File: src/design/clps_pkg.sv
// Package: shared constants, opcodes, pin table and gamma table function for the LED scanner.
`default_nettype none

package clps_pkg;

    // Fixed geometry of the charlieplexed array
    localparam int LED_COUNT = 12;
    localparam int PIN_COUNT = 4;

    // Default tuning, overridable at the top level
    localparam int PWM_STEPS_DEF  = 64;
    localparam int GAMMA_X100_DEF = 220;

    // Field widths
    localparam int OPCODE_W = 2;
    localparam int LED_W    = 4;
    localparam int LEVEL_W  = 8;
    localparam int STATE_W  = 4;
    localparam int PIN_IDX_W = 2;

    // Opcodes
    localparam logic [OPCODE_W-1:0] OP_SET_ONE = 2'd0;
    localparam logic [OPCODE_W-1:0] OP_SET_ALL = 2'd1;
    localparam logic [OPCODE_W-1:0] OP_TICK    = 2'd2;
    localparam logic [OPCODE_W-1:0] OP_OFF     = 2'd3;

    // Shown-state codes
    localparam logic [STATE_W-1:0] HIZ_STATE   = 4'd12;
    localparam logic [STATE_W-1:0] LAST_NONE   = 4'd13;
    localparam logic [PIN_COUNT-1:0] PIN_ALL   = 4'hF;

    // Fixed-point precision of the gamma computation
    localparam int FRAC_BITS = 24;

    // Anode pin of each LED
    function automatic logic [PIN_IDX_W-1:0] led_anode(input logic [STATE_W-1:0] led);
        logic [PIN_IDX_W-1:0] p;
        case (led)
            4'd0:    p = 2'd0;
            4'd1:    p = 2'd2;
            4'd2:    p = 2'd1;
            4'd3:    p = 2'd3;
            4'd4:    p = 2'd0;
            4'd5:    p = 2'd3;
            4'd6:    p = 2'd0;
            4'd7:    p = 2'd1;
            4'd8:    p = 2'd1;
            4'd9:    p = 2'd2;
            4'd10:   p = 2'd2;
            4'd11:   p = 2'd3;
            default: p = 2'd0;
        endcase
        return p;
    endfunction

    // Cathode pin of each LED
    function automatic logic [PIN_IDX_W-1:0] led_cathode(input logic [STATE_W-1:0] led);
        logic [PIN_IDX_W-1:0] p;
        case (led)
            4'd0:    p = 2'd2;
            4'd1:    p = 2'd0;
            4'd2:    p = 2'd3;
            4'd3:    p = 2'd1;
            4'd4:    p = 2'd3;
            4'd5:    p = 2'd0;
            4'd6:    p = 2'd1;
            4'd7:    p = 2'd0;
            4'd8:    p = 2'd2;
            4'd9:    p = 2'd1;
            4'd10:   p = 2'd3;
            4'd11:   p = 2'd2;
            default: p = 2'd0;
        endcase
        return p;
    endfunction

    // Integer square root, bit by bit (elaboration only)
    function automatic longint unsigned int_sqrt(input longint unsigned x);
        longint unsigned r;
        longint unsigned bv;
        longint unsigned xv;
        int i;
        r  = 0;
        bv = 64'h1 << 62;
        xv = x;
        for (i = 0; i < 32; i++)
            if (bv > xv)
                bv = bv >> 2;
        for (i = 0; i < 32; i++) begin
            if (bv != 0) begin
                if (xv >= r + bv) begin
                    xv = xv - (r + bv);
                    r  = (r >> 1) + bv;
                end
                else begin
                    r = r >> 1;
                end
                bv = bv >> 2;
            end
        end
        return r;
    endfunction

    // log2 with FRAC_BITS fraction bits by repeated squaring (elaboration only)
    function automatic longint unsigned log2_fixed(input longint unsigned n);
        longint unsigned p;
        longint unsigned m;
        longint unsigned r;
        int i;
        int b;
        p = 0;
        for (i = 0; i < 30; i++)
            if ((n >> (p + 1)) != 0)
                p = p + 1;
        m = n << (30 - p);
        r = p << FRAC_BITS;
        for (b = FRAC_BITS - 1; b >= 0; b--) begin
            m = (m * m) >> 30;
            if (m >= (64'd2 << 30)) begin
                m = m >> 1;
                r = r | (64'd1 << b);
            end
        end
        return r;
    endfunction

    // Gamma-corrected duty for brightness b (elaboration only)
    function automatic int gamma_value(input int b, input int steps, input int gx100);
        longint unsigned roots [0:FRAC_BITS];
        longint e;
        longint t;
        longint unsigned u;
        longint unsigned f;
        longint unsigned v;
        longint unsigned total;
        longint unsigned res;
        int q;
        int s;
        int k;
        int d;
        d = steps - 1;
        if (b == 0 || d == 0)
            return 0;
        roots[0] = 64'd2 << 30;
        for (k = 1; k <= FRAC_BITS; k++)
            roots[k] = int_sqrt(roots[k-1] << 30);
        e = longint'(log2_fixed(longint'(b))) - longint'(log2_fixed(longint'(d)));
        t = e * longint'(gx100) / 64'sd100;
        u = longint'(t + (64'sd32 << FRAC_BITS));
        q = int'(u >> FRAC_BITS) - 32;
        f = u & ((64'd1 << FRAC_BITS) - 64'd1);
        v = 64'd1 << 30;
        for (k = 1; k <= FRAC_BITS; k++)
            if (((f >> (FRAC_BITS - k)) & 64'd1) != 0)
                v = (v * roots[k]) >> 30;
        total = longint'(steps) * v;
        s = 30 - q;
        if (s < 1)
            s = 1;
        if (s > 63)
            return 0;
        res = (total + (64'd1 << (s - 1))) >> s;
        if (res > longint'(steps))
            res = longint'(steps);
        return int'(res);
    endfunction

endpackage

`default_nettype wire

File: src/design/clps_in_if.sv
// Interface: input item channel of the LED scanner.
`default_nettype none

interface clps_in_if
    import clps_pkg::*;
();
    logic                valid;
    logic                ready;
    logic [OPCODE_W-1:0] opcode;
    logic [LED_W-1:0]    led_number;
    logic [LEVEL_W-1:0]  level;

    modport source (output valid, output opcode, output led_number, output level,
                    input ready);
    modport sink   (input valid, input opcode, input led_number, input level,
                    output ready);
endinterface

`default_nettype wire

File: src/design/clps_out_if.sv
// Interface: result item channel of the LED scanner.
`default_nettype none

interface clps_out_if
    import clps_pkg::*;
();
    logic                 valid;
    logic                 ready;
    logic [STATE_W-1:0]   shown_state;
    logic [PIN_COUNT-1:0] open_drain_mask;
    logic [PIN_COUNT-1:0] pin_level_mask;
    logic                 changed;

    modport source (output valid, output shown_state, output open_drain_mask,
                    output pin_level_mask, output changed, input ready);
    modport sink   (input valid, input shown_state, input open_drain_mask,
                    input pin_level_mask, input changed, output ready);
endinterface

`default_nettype wire

File: src/design/clps_cfg_if.sv
// Interface: configuration write channel carrying the gamma enable bit.
`default_nettype none

interface clps_cfg_if;
    logic valid;
    logic ready;
    logic data;

    modport source (output valid, output data, input ready);
    modport sink   (input valid, input data, output ready);
endinterface

`default_nettype wire

File: src/design/clps_gamma_rom.sv
// Gamma lookup table built at elaboration and read combinationally.
`default_nettype none

module clps_gamma_rom
    import clps_pkg::*;
#(
    parameter int PWM_STEPS  = PWM_STEPS_DEF,
    parameter int GAMMA_X100 = GAMMA_X100_DEF,
    parameter int DUTY_W     = $clog2(PWM_STEPS + 1)
)
(
    input  wire logic [DUTY_W-1:0] brightness,
    output logic      [DUTY_W-1:0] duty
);

    logic [DUTY_W-1:0] rom [0:PWM_STEPS];

    // Fill the table with constant values
    for (genvar g = 0; g <= PWM_STEPS; g++) begin : g_rom
        assign rom[g] = DUTY_W'(gamma_value(g, PWM_STEPS, GAMMA_X100));
    end

    // Look up; brightness is already clamped to the table depth
    assign duty = rom[brightness];

endmodule

`default_nettype wire

File: src/design/charlieplex_led_pwm_scanner.sv
// Top level: charlieplexed LED PWM scanner with duty store, scan counters and pin masks.
// Results: a tick or force-off item shows its result in the cycle after it is accepted.
// Throughput: one item per cycle; set items update the duty store and give no result.
// The result register frees in the cycle it is taken, so input stalls only on output stall.
// Reset: duty store, PWM step and scan index clear to zero, last state marks none,
// gamma enable resets to 1.
`default_nettype none

module charlieplex_led_pwm_scanner
    import clps_pkg::*;
#(
    parameter int PWM_STEPS  = PWM_STEPS_DEF,
    parameter int GAMMA_X100 = GAMMA_X100_DEF
)
(
    input  wire logic   clk,
    input  wire logic   rst_n,
    clps_cfg_if.sink    cfg,
    clps_in_if.sink     item_in,
    clps_out_if.source  result_out
);

    localparam int DUTY_W = $clog2(PWM_STEPS + 1);
    localparam int STEP_W = $clog2(PWM_STEPS);

    logic                  gamma_enable_reg;
    logic [DUTY_W-1:0]     duty_reg [0:LED_COUNT-1];
    logic [STEP_W-1:0]     pwm_step_reg;
    logic [STEP_W-1:0]     pwm_step_next;
    logic [STATE_W-1:0]    scan_index_reg;
    logic [STATE_W-1:0]    scan_index_next;
    logic [STATE_W-1:0]    last_applied_reg;
    logic                  out_valid_reg;
    logic                  out_valid_next;
    logic [STATE_W-1:0]    shown_state_reg;
    logic [PIN_COUNT-1:0]  open_drain_reg;
    logic [PIN_COUNT-1:0]  pin_level_reg;
    logic                  changed_reg;

    logic                  accept;
    logic                  is_set;
    logic                  gives_result;
    logic [DUTY_W-1:0]     clamped;
    logic [DUTY_W-1:0]     gamma_duty;
    logic [DUTY_W-1:0]     store_value;
    logic                  lit;
    logic [STATE_W-1:0]    state_new;
    logic [PIN_COUNT-1:0]  anode_bit;
    logic [PIN_COUNT-1:0]  cathode_bit;
    logic [PIN_COUNT-1:0]  od_new;
    logic [PIN_COUNT-1:0]  lv_new;
    logic                  changed_new;

    // Handshake: take a new item whenever the result slot is free or draining
    assign cfg.ready     = 1'b1;
    assign item_in.ready = !out_valid_reg || result_out.ready;
    assign accept        = item_in.valid && item_in.ready;
    assign is_set        = (item_in.opcode == OP_SET_ONE) || (item_in.opcode == OP_SET_ALL);
    assign gives_result  = accept && !is_set;

    // Clamp brightness and select linear or gamma duty
    assign clamped = (item_in.level > LEVEL_W'(PWM_STEPS)) ? DUTY_W'(PWM_STEPS)
                                                          : DUTY_W'(item_in.level);

    clps_gamma_rom #(
        .PWM_STEPS  (PWM_STEPS),
        .GAMMA_X100 (GAMMA_X100),
        .DUTY_W     (DUTY_W)
    ) u_gamma (
        .brightness (clamped),
        .duty       (gamma_duty)
    );

    assign store_value = gamma_enable_reg ? gamma_duty : clamped;

    // Compare the visited LED against the PWM step
    assign lit = duty_reg[scan_index_reg] > DUTY_W'(pwm_step_reg);

    always_comb
    begin
        state_new = HIZ_STATE;
        if (item_in.opcode == OP_TICK && lit)
            state_new = scan_index_reg;
    end

    // Advance scan index, and PWM step on wrap
    always_comb
    begin
        scan_index_next = scan_index_reg;
        pwm_step_next   = pwm_step_reg;
        if (accept && item_in.opcode == OP_TICK) begin
            if (scan_index_reg == STATE_W'(LED_COUNT - 1)) begin
                scan_index_next = '0;
                if (pwm_step_reg == STEP_W'(PWM_STEPS - 1))
                    pwm_step_next = '0;
                else
                    pwm_step_next = pwm_step_reg + STEP_W'(1);
            end
            else begin
                scan_index_next = scan_index_reg + STATE_W'(1);
            end
        end
    end

    // Build pin masks for the new state
    always_comb
    begin
        anode_bit   = PIN_COUNT'(1) << led_anode(state_new);
        cathode_bit = PIN_COUNT'(1) << led_cathode(state_new);
        if (state_new == HIZ_STATE) begin
            od_new = PIN_ALL;
            lv_new = PIN_ALL;
        end
        else begin
            od_new = PIN_ALL & ~(anode_bit | cathode_bit);
            lv_new = PIN_ALL & ~cathode_bit;
        end
    end

    assign changed_new = (state_new != last_applied_reg);

    // Hold result valid until taken
    always_comb
    begin
        out_valid_next = out_valid_reg;
        if (gives_result)
            out_valid_next = 1'b1;
        else if (result_out.ready)
            out_valid_next = 1'b0;
    end

    // Control registers
    always_ff @(posedge clk or negedge rst_n)
    begin
        if (!rst_n) begin
            gamma_enable_reg <= 1'b1;
            pwm_step_reg     <= '0;
            scan_index_reg   <= '0;
            last_applied_reg <= LAST_NONE;
            out_valid_reg    <= 1'b0;
        end
        else begin
            if (cfg.valid)
                gamma_enable_reg <= cfg.data;
            pwm_step_reg   <= pwm_step_next;
            scan_index_reg <= scan_index_next;
            out_valid_reg  <= out_valid_next;
            if (gives_result && changed_new)
                last_applied_reg <= state_new;
        end
    end

    // Duty store: write one LED or all LEDs
    always_ff @(posedge clk or negedge rst_n)
    begin
        if (!rst_n) begin
            for (int i = 0; i < LED_COUNT; i++)
                duty_reg[i] <= '0;
        end
        else if (accept) begin
            for (int i = 0; i < LED_COUNT; i++) begin
                if (item_in.opcode == OP_SET_ALL ||
                    (item_in.opcode == OP_SET_ONE && item_in.led_number == LED_W'(i)))
                    duty_reg[i] <= store_value;
            end
        end
    end

    // Result payload
    always_ff @(posedge clk)
    begin
        if (gives_result) begin
            shown_state_reg <= state_new;
            open_drain_reg  <= od_new;
            pin_level_reg   <= lv_new;
            changed_reg     <= changed_new;
        end
    end

    assign result_out.valid           = out_valid_reg;
    assign result_out.shown_state     = shown_state_reg;
    assign result_out.open_drain_mask = open_drain_reg;
    assign result_out.pin_level_mask  = pin_level_reg;
    assign result_out.changed         = changed_reg;

endmodule

`default_nettype wire
File: src/flat_wrapper.sv
// flat-port wrapper written by rule: the top's interface ports become plain ports
module charlieplex_led_pwm_scanner_flat import clps_pkg::*;
#(
    parameter int PWM_STEPS  = PWM_STEPS_DEF,
    parameter int GAMMA_X100 = GAMMA_X100_DEF
)
  (clk, rst_n, cfg_valid, cfg_data, cfg_ready, item_in_valid, item_in_opcode, item_in_led_number, item_in_level, item_in_ready, result_out_valid, result_out_shown_state, result_out_open_drain_mask, result_out_pin_level_mask, result_out_changed, result_out_ready);
  clps_cfg_if cfg_i ();
  clps_in_if item_in_i ();
  clps_out_if result_out_i ();
  input  wire logic clk;
  input  wire logic rst_n;
  input wire logic [$bits(cfg_i.valid)-1:0] cfg_valid;
  input wire logic [$bits(cfg_i.data)-1:0] cfg_data;
  output wire logic [$bits(cfg_i.ready)-1:0] cfg_ready;
  input wire logic [$bits(item_in_i.valid)-1:0] item_in_valid;
  input wire logic [$bits(item_in_i.opcode)-1:0] item_in_opcode;
  input wire logic [$bits(item_in_i.led_number)-1:0] item_in_led_number;
  input wire logic [$bits(item_in_i.level)-1:0] item_in_level;
  output wire logic [$bits(item_in_i.ready)-1:0] item_in_ready;
  output wire logic [$bits(result_out_i.valid)-1:0] result_out_valid;
  output wire logic [$bits(result_out_i.shown_state)-1:0] result_out_shown_state;
  output wire logic [$bits(result_out_i.open_drain_mask)-1:0] result_out_open_drain_mask;
  output wire logic [$bits(result_out_i.pin_level_mask)-1:0] result_out_pin_level_mask;
  output wire logic [$bits(result_out_i.changed)-1:0] result_out_changed;
  input wire logic [$bits(result_out_i.ready)-1:0] result_out_ready;
  assign cfg_i.valid = cfg_valid;
  assign cfg_i.data = cfg_data;
  assign cfg_ready = cfg_i.ready;
  assign item_in_i.valid = item_in_valid;
  assign item_in_i.opcode = item_in_opcode;
  assign item_in_i.led_number = item_in_led_number;
  assign item_in_i.level = item_in_level;
  assign item_in_ready = item_in_i.ready;
  assign result_out_valid = result_out_i.valid;
  assign result_out_shown_state = result_out_i.shown_state;
  assign result_out_open_drain_mask = result_out_i.open_drain_mask;
  assign result_out_pin_level_mask = result_out_i.pin_level_mask;
  assign result_out_changed = result_out_i.changed;
  assign result_out_i.ready = result_out_ready;
  charlieplex_led_pwm_scanner #(.PWM_STEPS(PWM_STEPS), .GAMMA_X100(GAMMA_X100)) u_core (.clk(clk), .rst_n(rst_n), .cfg(cfg_i), .item_in(item_in_i), .result_out(result_out_i));
endmodule
File: config.mk
export PLATFORM = sky130hd
export DESIGN_NAME = charlieplex_led_pwm_scanner_flat
export DESIGN_NICKNAME = d
export VERILOG_FILES = /design/src/design/clps_pkg.sv /design/src/design/clps_in_if.sv /design/src/design/clps_out_if.sv /design/src/design/clps_cfg_if.sv /design/src/design/clps_gamma_rom.sv /design/src/design/charlieplex_led_pwm_scanner.sv /design/src/flat_wrapper.sv
export SDC_FILE = /design/constraint.sdc
export NUM_CORES = 1
export LEC_CHECK = 0
export BUFFER_PORTS_ARGS = -buffer_cell sky130_fd_sc_hd__buf_2
export CORE_MARGIN = 3
export CORE_UTILIZATION = 43
export DETAILED_ROUTE_END_ITERATION = 10
export GPL_TIMING_DRIVEN = 1
export PLACE_DENSITY = 0.71
export SLEW_MARGIN = 20
export SYNTH_ARGS = -nofsm -noshare
export SYNTH_HDL_FRONTEND = slang
export SYNTH_HIERARCHICAL = 1
export SYNTH_SLANG_ARGS = --single-unit
File: constraint.sdc
create_clock -name clk -period 4.7 [get_ports clk]
set_input_delay 0.94 -clock clk [delete_from_list [all_inputs] [get_ports clk]]
set_output_delay 0.94 -clock clk [all_outputs]
set_load 0.02 [all_outputs]
==> reports/metrics.yaml, run 1 <==
stdcell_count: 826
powerDensity_nw_per_um2: 553
die-area_um2: 15600
rsz0062_at_grt: "false"
final_area_um2: 6990
rows: 42
gp_congestion: 0.867
core_um2: 13600
track_usage_pct: 18.0
crit_slowest_cell: "mux4_2"
finalSetupViolations: 0
synth_edf_count: 13
grt_first_pass_wirelength_um: 22900
cp.required_ns: 4.85
ys_ff_latch: 113
clkLatencyLatePin_ns: 0.41
ant_nets: 0
via_per_inst: 5.65
final.setup.tns_ns: 0
synth_common_cells: "dfrtp_1, nor2_1, a21oi_1, nand2_1, o21ai_0"
synth_ff_type: "dfrtp_1"
drv_slew: 0
fin_crit_sh_pct: 91.4
start_kind: "register"
setup_ws_ns: 0.406
die_y_um: 125
synth.most_common_cell: "dfrtp_1"
final.min_clock_period_ns: 4.29
antenna_found_initial: 0
syn_nets: 648
wirelength_um: 13800
min_from: "u_core/duty_reg[28]"
io_pins: 36
cp.arrival_ns: 4.44
start_util_pct: 44.9
cts-root-buf: "clkbuf_16"
vias: 4670
crit_start: "u_core/scan_index_reg[0]"
path_depth: 16
syn_inst: 609
port_buffers: 34
hp-class: "register to register"
reg2reg_depth: 16
die_w_um: 125
cts_tree: "yes"
dp_hpwl_um: 9430
yosysWarningCount: 6
tightest_slew_ns: 1.00
synth_top_area_share_pct: 39.4
cp-end-kind: "register"
placed_area_um2: 6420
clk_path_buf_depth: 2
fin_skew_ns: 0.00992
ys_seq_area_share_pct: 47.6
fmaxAchievable_ghz: 0.233
cts.sinks: 113
status: "complete, no violations"
path_cells: "buf_4, mux4_2, mux2i_1, o21ai_0, ha_1, nand3_1, a21o_1, a21o_1, a21oi_1, nand2_1, ha_1, a2bb2oi_1, nand2_1, a21oi_1, a31oi_1, a21boi_0"
drtIter0Drc: 520
critical_path_class: "register to register"
max_slew_margin_pct: 32.9
layout.nets: 676
layout-drive-gt1-share_pct: 20.9
grt_overflow: 0
finalHoldViolCount: 0
synthArstFlopShare_pct: 88.5
syn_area_um2: 6090
dr.pass1.iters: 7
path_delay_family: "compound AO/OA/AOI/OAI gates"
grt_start_max_net_pins: 71
largest_reg_flops: 84
cts_buffers: 17
drcViolationCount: 0
yosysUniqueCellTypes: 62
critical-path-max-stage-delay_ns: 0.55
drv_cap: 0
cp_num_buf_inv: 1
syn2layout_area_growth_pct: 14.7
hold_path_depth: 2
synth_top_area_cell: "dfrtp_1"
grt_pass1_vias: 4679
htreeDepth: 4
placedCellCount: 794
clk_pin_slew_worst_paths_ns: 0.05
peakVddDrop_mv: 0.284
diodes: 0
pre_cts_slack_ns: 0.308
synth_area_leaders: "dfrtp_1, mux4_2, edfxtp_1"
r2r-start: "u_core/scan_index_reg[0]"
total_leakage_power_nw: 2.90
syn_area_per_cell_um2: 10.0
avgRoutedWirePerCell_um: 16.7
path_max_fanout: 13
## worst register-to-register path: stages (launching register included)
cell	delay, ns
dfrtp_1	0.34
buf_4	0.28
mux4_2	0.55
mux2i_1	0.19
o21ai_0	0.13
ha_1	0.35
nand3_1	0.12
a21o_1	0.18
a21o_1	0.23
a21oi_1	0.23
nand2_1	0.18
ha_1	0.37
a2bb2oi_1	0.38
nand2_1	0.12
a21oi_1	0.18
a31oi_1	0.06
a21boi_0	0.15
## what timing repair did
action,in CTS,in global routing
resized for setup,0,1
hold endpoints to repair,0,0
setup buffers,0,0
endpoints found under the setup margin,0,2
hold buffers,0,0
## cell usage in the layout, fill, tap and decap left out, drive strengths merged, types with 2 or more instances in the layout
cell type and instances:
a2111o 2, a211oi 3, a21boi 2, a21o 4, a21oi 77, a221oi 3, a31oi 10, and2 7
buf 51, clkbuf 18, clkinv 6, clkinvlp 2, dfrtp 96, dfstp 4, edfxtp 13, ha 19
inv 25, mux2 17, mux2i 21, mux4 19, nand2 56, nand2b 10, nand3 11, nor2 79
nor2b 5, nor4 2, nor4b 2, o211ai 4, o21a 2, o21ai 45, o221ai 3, o22ai 3
or2 7, xnor2 3, xor2 2
## worst paths after layout
path	slack (ns)	endpoint
min in group asynchronous	0.65	u_core/pwm_step_reg[4]
hold / removal	0.48	u_core/duty_reg[28]
setup / recovery	0.41	u_core/result_out.open_drain_mask[0]
max in group asynchronous	3.07	u_core/duty_reg[52]
hold reg to reg	0.48	u_core/duty_reg[28]
setup reg to reg	0.41	u_core/result_out.open_drain_mask[0]
## cell type report
cell class	count	area [um2]
Fill cell	1208	6570
Multi-Input combinational cell	434	2920
Sequential cell	113	2900
Clock buffer	18	439
Timing Repair Buffer	51	300
Tap cell	176	220
Clock inverter	14	129
Inverter	20	75.1
## per-layer routing
layer,wire length (um),vias to the layer above,global-route usage [%]
li1,-,2224,-
met1,6050,2285,23.7
met2,6810,143,29.2
met3,740,18,4.86
met4,224,0,5.74
met5,0,-,0
## cell families (layout without fill, tap and decap cells)
group | Yosys count | count (layout) | share of synthesized area, %
adders and majority gates | 19 | 19 | 3.90
muxes | 57 | 57 | 13.6
AOI/OAI and AO/OA | 168 | 168 | 16.3
other | 1 | 1 | 0.0616
xor gates and xnor gates | 5 | 5 | 0.719
and+or+nand+nor | 184 | 184 | 13.4
buffers and inverters | 62 | 103 | 4.44
DFF | 113 | 113 | 47.6
## where the power goes
| part | total [mW] | switching [mW] | internal [mW] | leakage [nW] |
|---|---|---|---|---|
| registers | 1.39 | 0.192 | 1.20 | 1.31 |
| clock network | 1.22 | 0.472 | 0.746 | 0.278 |
| logic | 1.26 | 0.674 | 0.583 | 1.31 |
| total | 3.86 | 1.34 | 2.53 | 2.90 |
## metrics by stage
step,utilization [%],power (mW),hold slack [ns]
3_5_place_dp,47.3,2.64,0.465
5_1_grt,51.5,4.10,0.495
2_1_floorplan,-,2.32,0.444
6_report,51.5,3.86,0.476
3_3_place_gp,47.3,2.58,0.458
4_1_cts,51.5,3.88,0.478
(Power assumes the default switching activity.)
==> inputs of run 2 (changes only) <==
- PLACE_DENSITY: 0.71 -> default
- PLACE_DENSITY_LB_ADDON: default -> 0.25
==> reports/metrics.yaml, run 2 (same netlist as run 1, synthesis figures left out) <==
cts_setup_buffers: 0  # unchanged
r2r-start: "u_core/scan_index_reg[1]"
rsz0062_at_grt: "false"
die-area_um2: 15600  # unchanged
nFillCells: 1250  # +3.5%
drtIter0Drc: 314  # -40%
path_delay_family: "compound AO/OA/AOI/OAI gates"
start_util_pct: 44.9  # unchanged
grt_first_pass_wirelength_um: 23800  # +4.2%
cpMostUsedCell: "a21oi_1"
cts_tree: "yes"
grt_pass1_vias: 4695  # +0.34%
cts-root-buf: "clkbuf_16"
io_pins: 36  # unchanged
finalSetupViolations: 0  # unchanged
reg2reg_depth: 16  # unchanged
powerDensity_nw_per_um2: 554  # +0.12%
cp.required_ns: 4.85  # about the same
path_max_fanout: 11  # -2
cts_buffers: 17  # unchanged
peakVddDrop_mv: 0.308  # +8.4%
rows: 42  # unchanged
hold_path_depth: 2  # unchanged
stdcell_count: 833  # +0.85%
drv_slew: 0  # unchanged
post_cts_resized: 0  # unchanged
final_area_um2: 7060  # +1.0%
hold_end: "u_core/duty_reg[4]"
avgRoutedWirePerCell_um: 17.1  # +2.2%
gp_congestion: 0.867  # about the same
vias: 4601  # -1.5%
tightest_slew_ns: 0.992  # -0.00986 ns
cp_num_buf_inv: 1  # unchanged
placed_area_um2: 6470  # +0.82%
max_slew_margin_pct: 33.6  # +0.66 points
path_cells: "buf_4, mux4_2, mux2i_1, o21ai_0, ha_1, a21oi_1, a21o_1, a21o_1, a21oi_1, nand2_1, ha_1, a2bb2oi_1, nand2_1, a21oi_1, a31oi_1, a21boi_0"
fin_skew_ns: 0.00691  # -0.00300 ns
mostFrequentLayoutCells: "dfrtp_1, nor2_1, a21oi_1"
htreeDepth: 4  # unchanged
syn2layout_area_growth_pct: 15.8
cts.sinks: 113  # unchanged
crit_slowest_cell: "dfrtp_1"
regToRegSetupSlack_ns: 0.52  # +0.11 ns
dp_hpwl_um: 9850  # +4.5%
clkLatencyLatePin_ns: 0.41  # about the same
wirelength_um: 14300  # +3.1%
clk_pin_slew_worst_paths_ns: 0.05  # about the same
critical_path_class: "register to register"
reg2reg_to: "u_core/result_out.open_drain_mask[0]"
cp-end-kind: "register"
ant_nets: 0  # unchanged
min_from: "u_core/duty_reg[4]"
status: "complete, no violations"
layout-drive-gt1-share_pct: 21.3  # +0.39 points
grt_start_max_net_pins: 66  # -7.0%
clk_path_buf_depth: 2  # unchanged
placedCellCount: 801  # +0.88%
start_kind: "register"
fmaxAchievable_ghz: 0.239  # +2.7%
total_leakage_power_nw: 2.94  # +1.3%
drcViolationCount: 0  # unchanged
die_y_um: 125  # unchanged
track_usage_pct: 18.9  # +0.93 points
hold_ws_ns: 0.478  # +0.00206 ns
largest_reg_flops: 84  # unchanged
critical-path-max-stage-delay_ns: 0.67  # +0.12 ns
final.min_clock_period_ns: 4.18  # -0.113 ns
crit_start: "u_core/scan_index_reg[1]"
cts_hold_buf: 0  # unchanged
fin_crit_sh_pct: 89.0  # -2.4 points
diodes: 0  # unchanged
core_um2: 13600  # unchanged
utilization_pct: 52.0  # +0.52 points
cp.arrival_ns: 4.33  # -0.11 ns
port_buffers: 34  # unchanged
final.setup.tns_ns: 0  # unchanged
die_w_um: 125  # unchanged
finalHoldViolCount: 0  # unchanged
drv_cap: 0  # unchanged
layout.nets: 683  # +1.0%
via_per_inst: 5.52  # -2.3%
dr.pass1.iters: 4  # -3
antenna_found_initial: 0  # unchanged
grt_overflow: 0  # unchanged
layout_commonest_cell: "dfrtp_1"
hp-class: "register to register"
## run 2: cell types whose count changed in the layout (fill, tap and decap cells not counted), moves of 2 or more
cell / before / now
buf_4: 18 / 25
clkbuf_1: 0 / 3
clkinv_2: 2 / 5
clkinv_4: 4 / 0
inv_4: 2 / 0
inv_6: 3 / 0
## run 2: metal layers
layer	up-vias	part of all wire, %	track usage [%]
met5	-	0	0
met1	2232	44	25.2
met4	0	1.9	7.33
met2	128	49	30.6
li1	2226	-	-
met3	15	5.4	3.97
## run 2: final cells by class
cell class                 count  area (um2)  share of cell area [%]
sequential                   113        2900                    41.1
inverter                      20        75.1                    1.06
timing repair buffer          58         353                    5.00
tap                          176         220                    3.12
multi-input combinational    434        2930                    41.5
clock buffer                  22         475                    6.74
clock inverter                10         108                    1.52
## run 2: tightest hold or removal path, delay by kind of cell (launching register included)
kind	cells	cell delay, ns
flip-flops	1	0.33
AO/OA/AOI/OAI	1	0.06
AND/OR/NAND/NOR	1	0.04
## run 2: per-stage QoR
| stage | power, mW | setup slack, ns |
|---|---|---|
| after floorplan | 2.32 | 0.395 |
| after global placement | 2.61 | 0.722 |
| after detailed placement | 2.66 | 0.543 |
| after CTS | 3.94 | 0.520 |
| after global routing | 4.15 | 0.150 |
| final | 3.91 | 0.518 |
## run 2: power breakdown
| part | switching (mW) | internal (mW) |
|---|---|---|
| Clock | 0.435 | 0.819 |
| Sequential | 0.141 | 1.20 |
| Combinational | 0.719 | 0.594 |
## run 2: worst max path at each step
stage	endpoint	slack, ns	cells past startpoint
global route	u_core/result_out.open_drain_mask[0]	0.15	16
finish	u_core/result_out.open_drain_mask[0]	0.52	16
global placement	u_core/result_out.open_drain_mask[0]	0.72	16
detailed placement	u_core/result_out.open_drain_mask[0]	0.54	16
floorplan	u_core/result_out.open_drain_mask[0]	0.40	19
CTS	u_core/result_out.open_drain_mask[0]	0.52	16
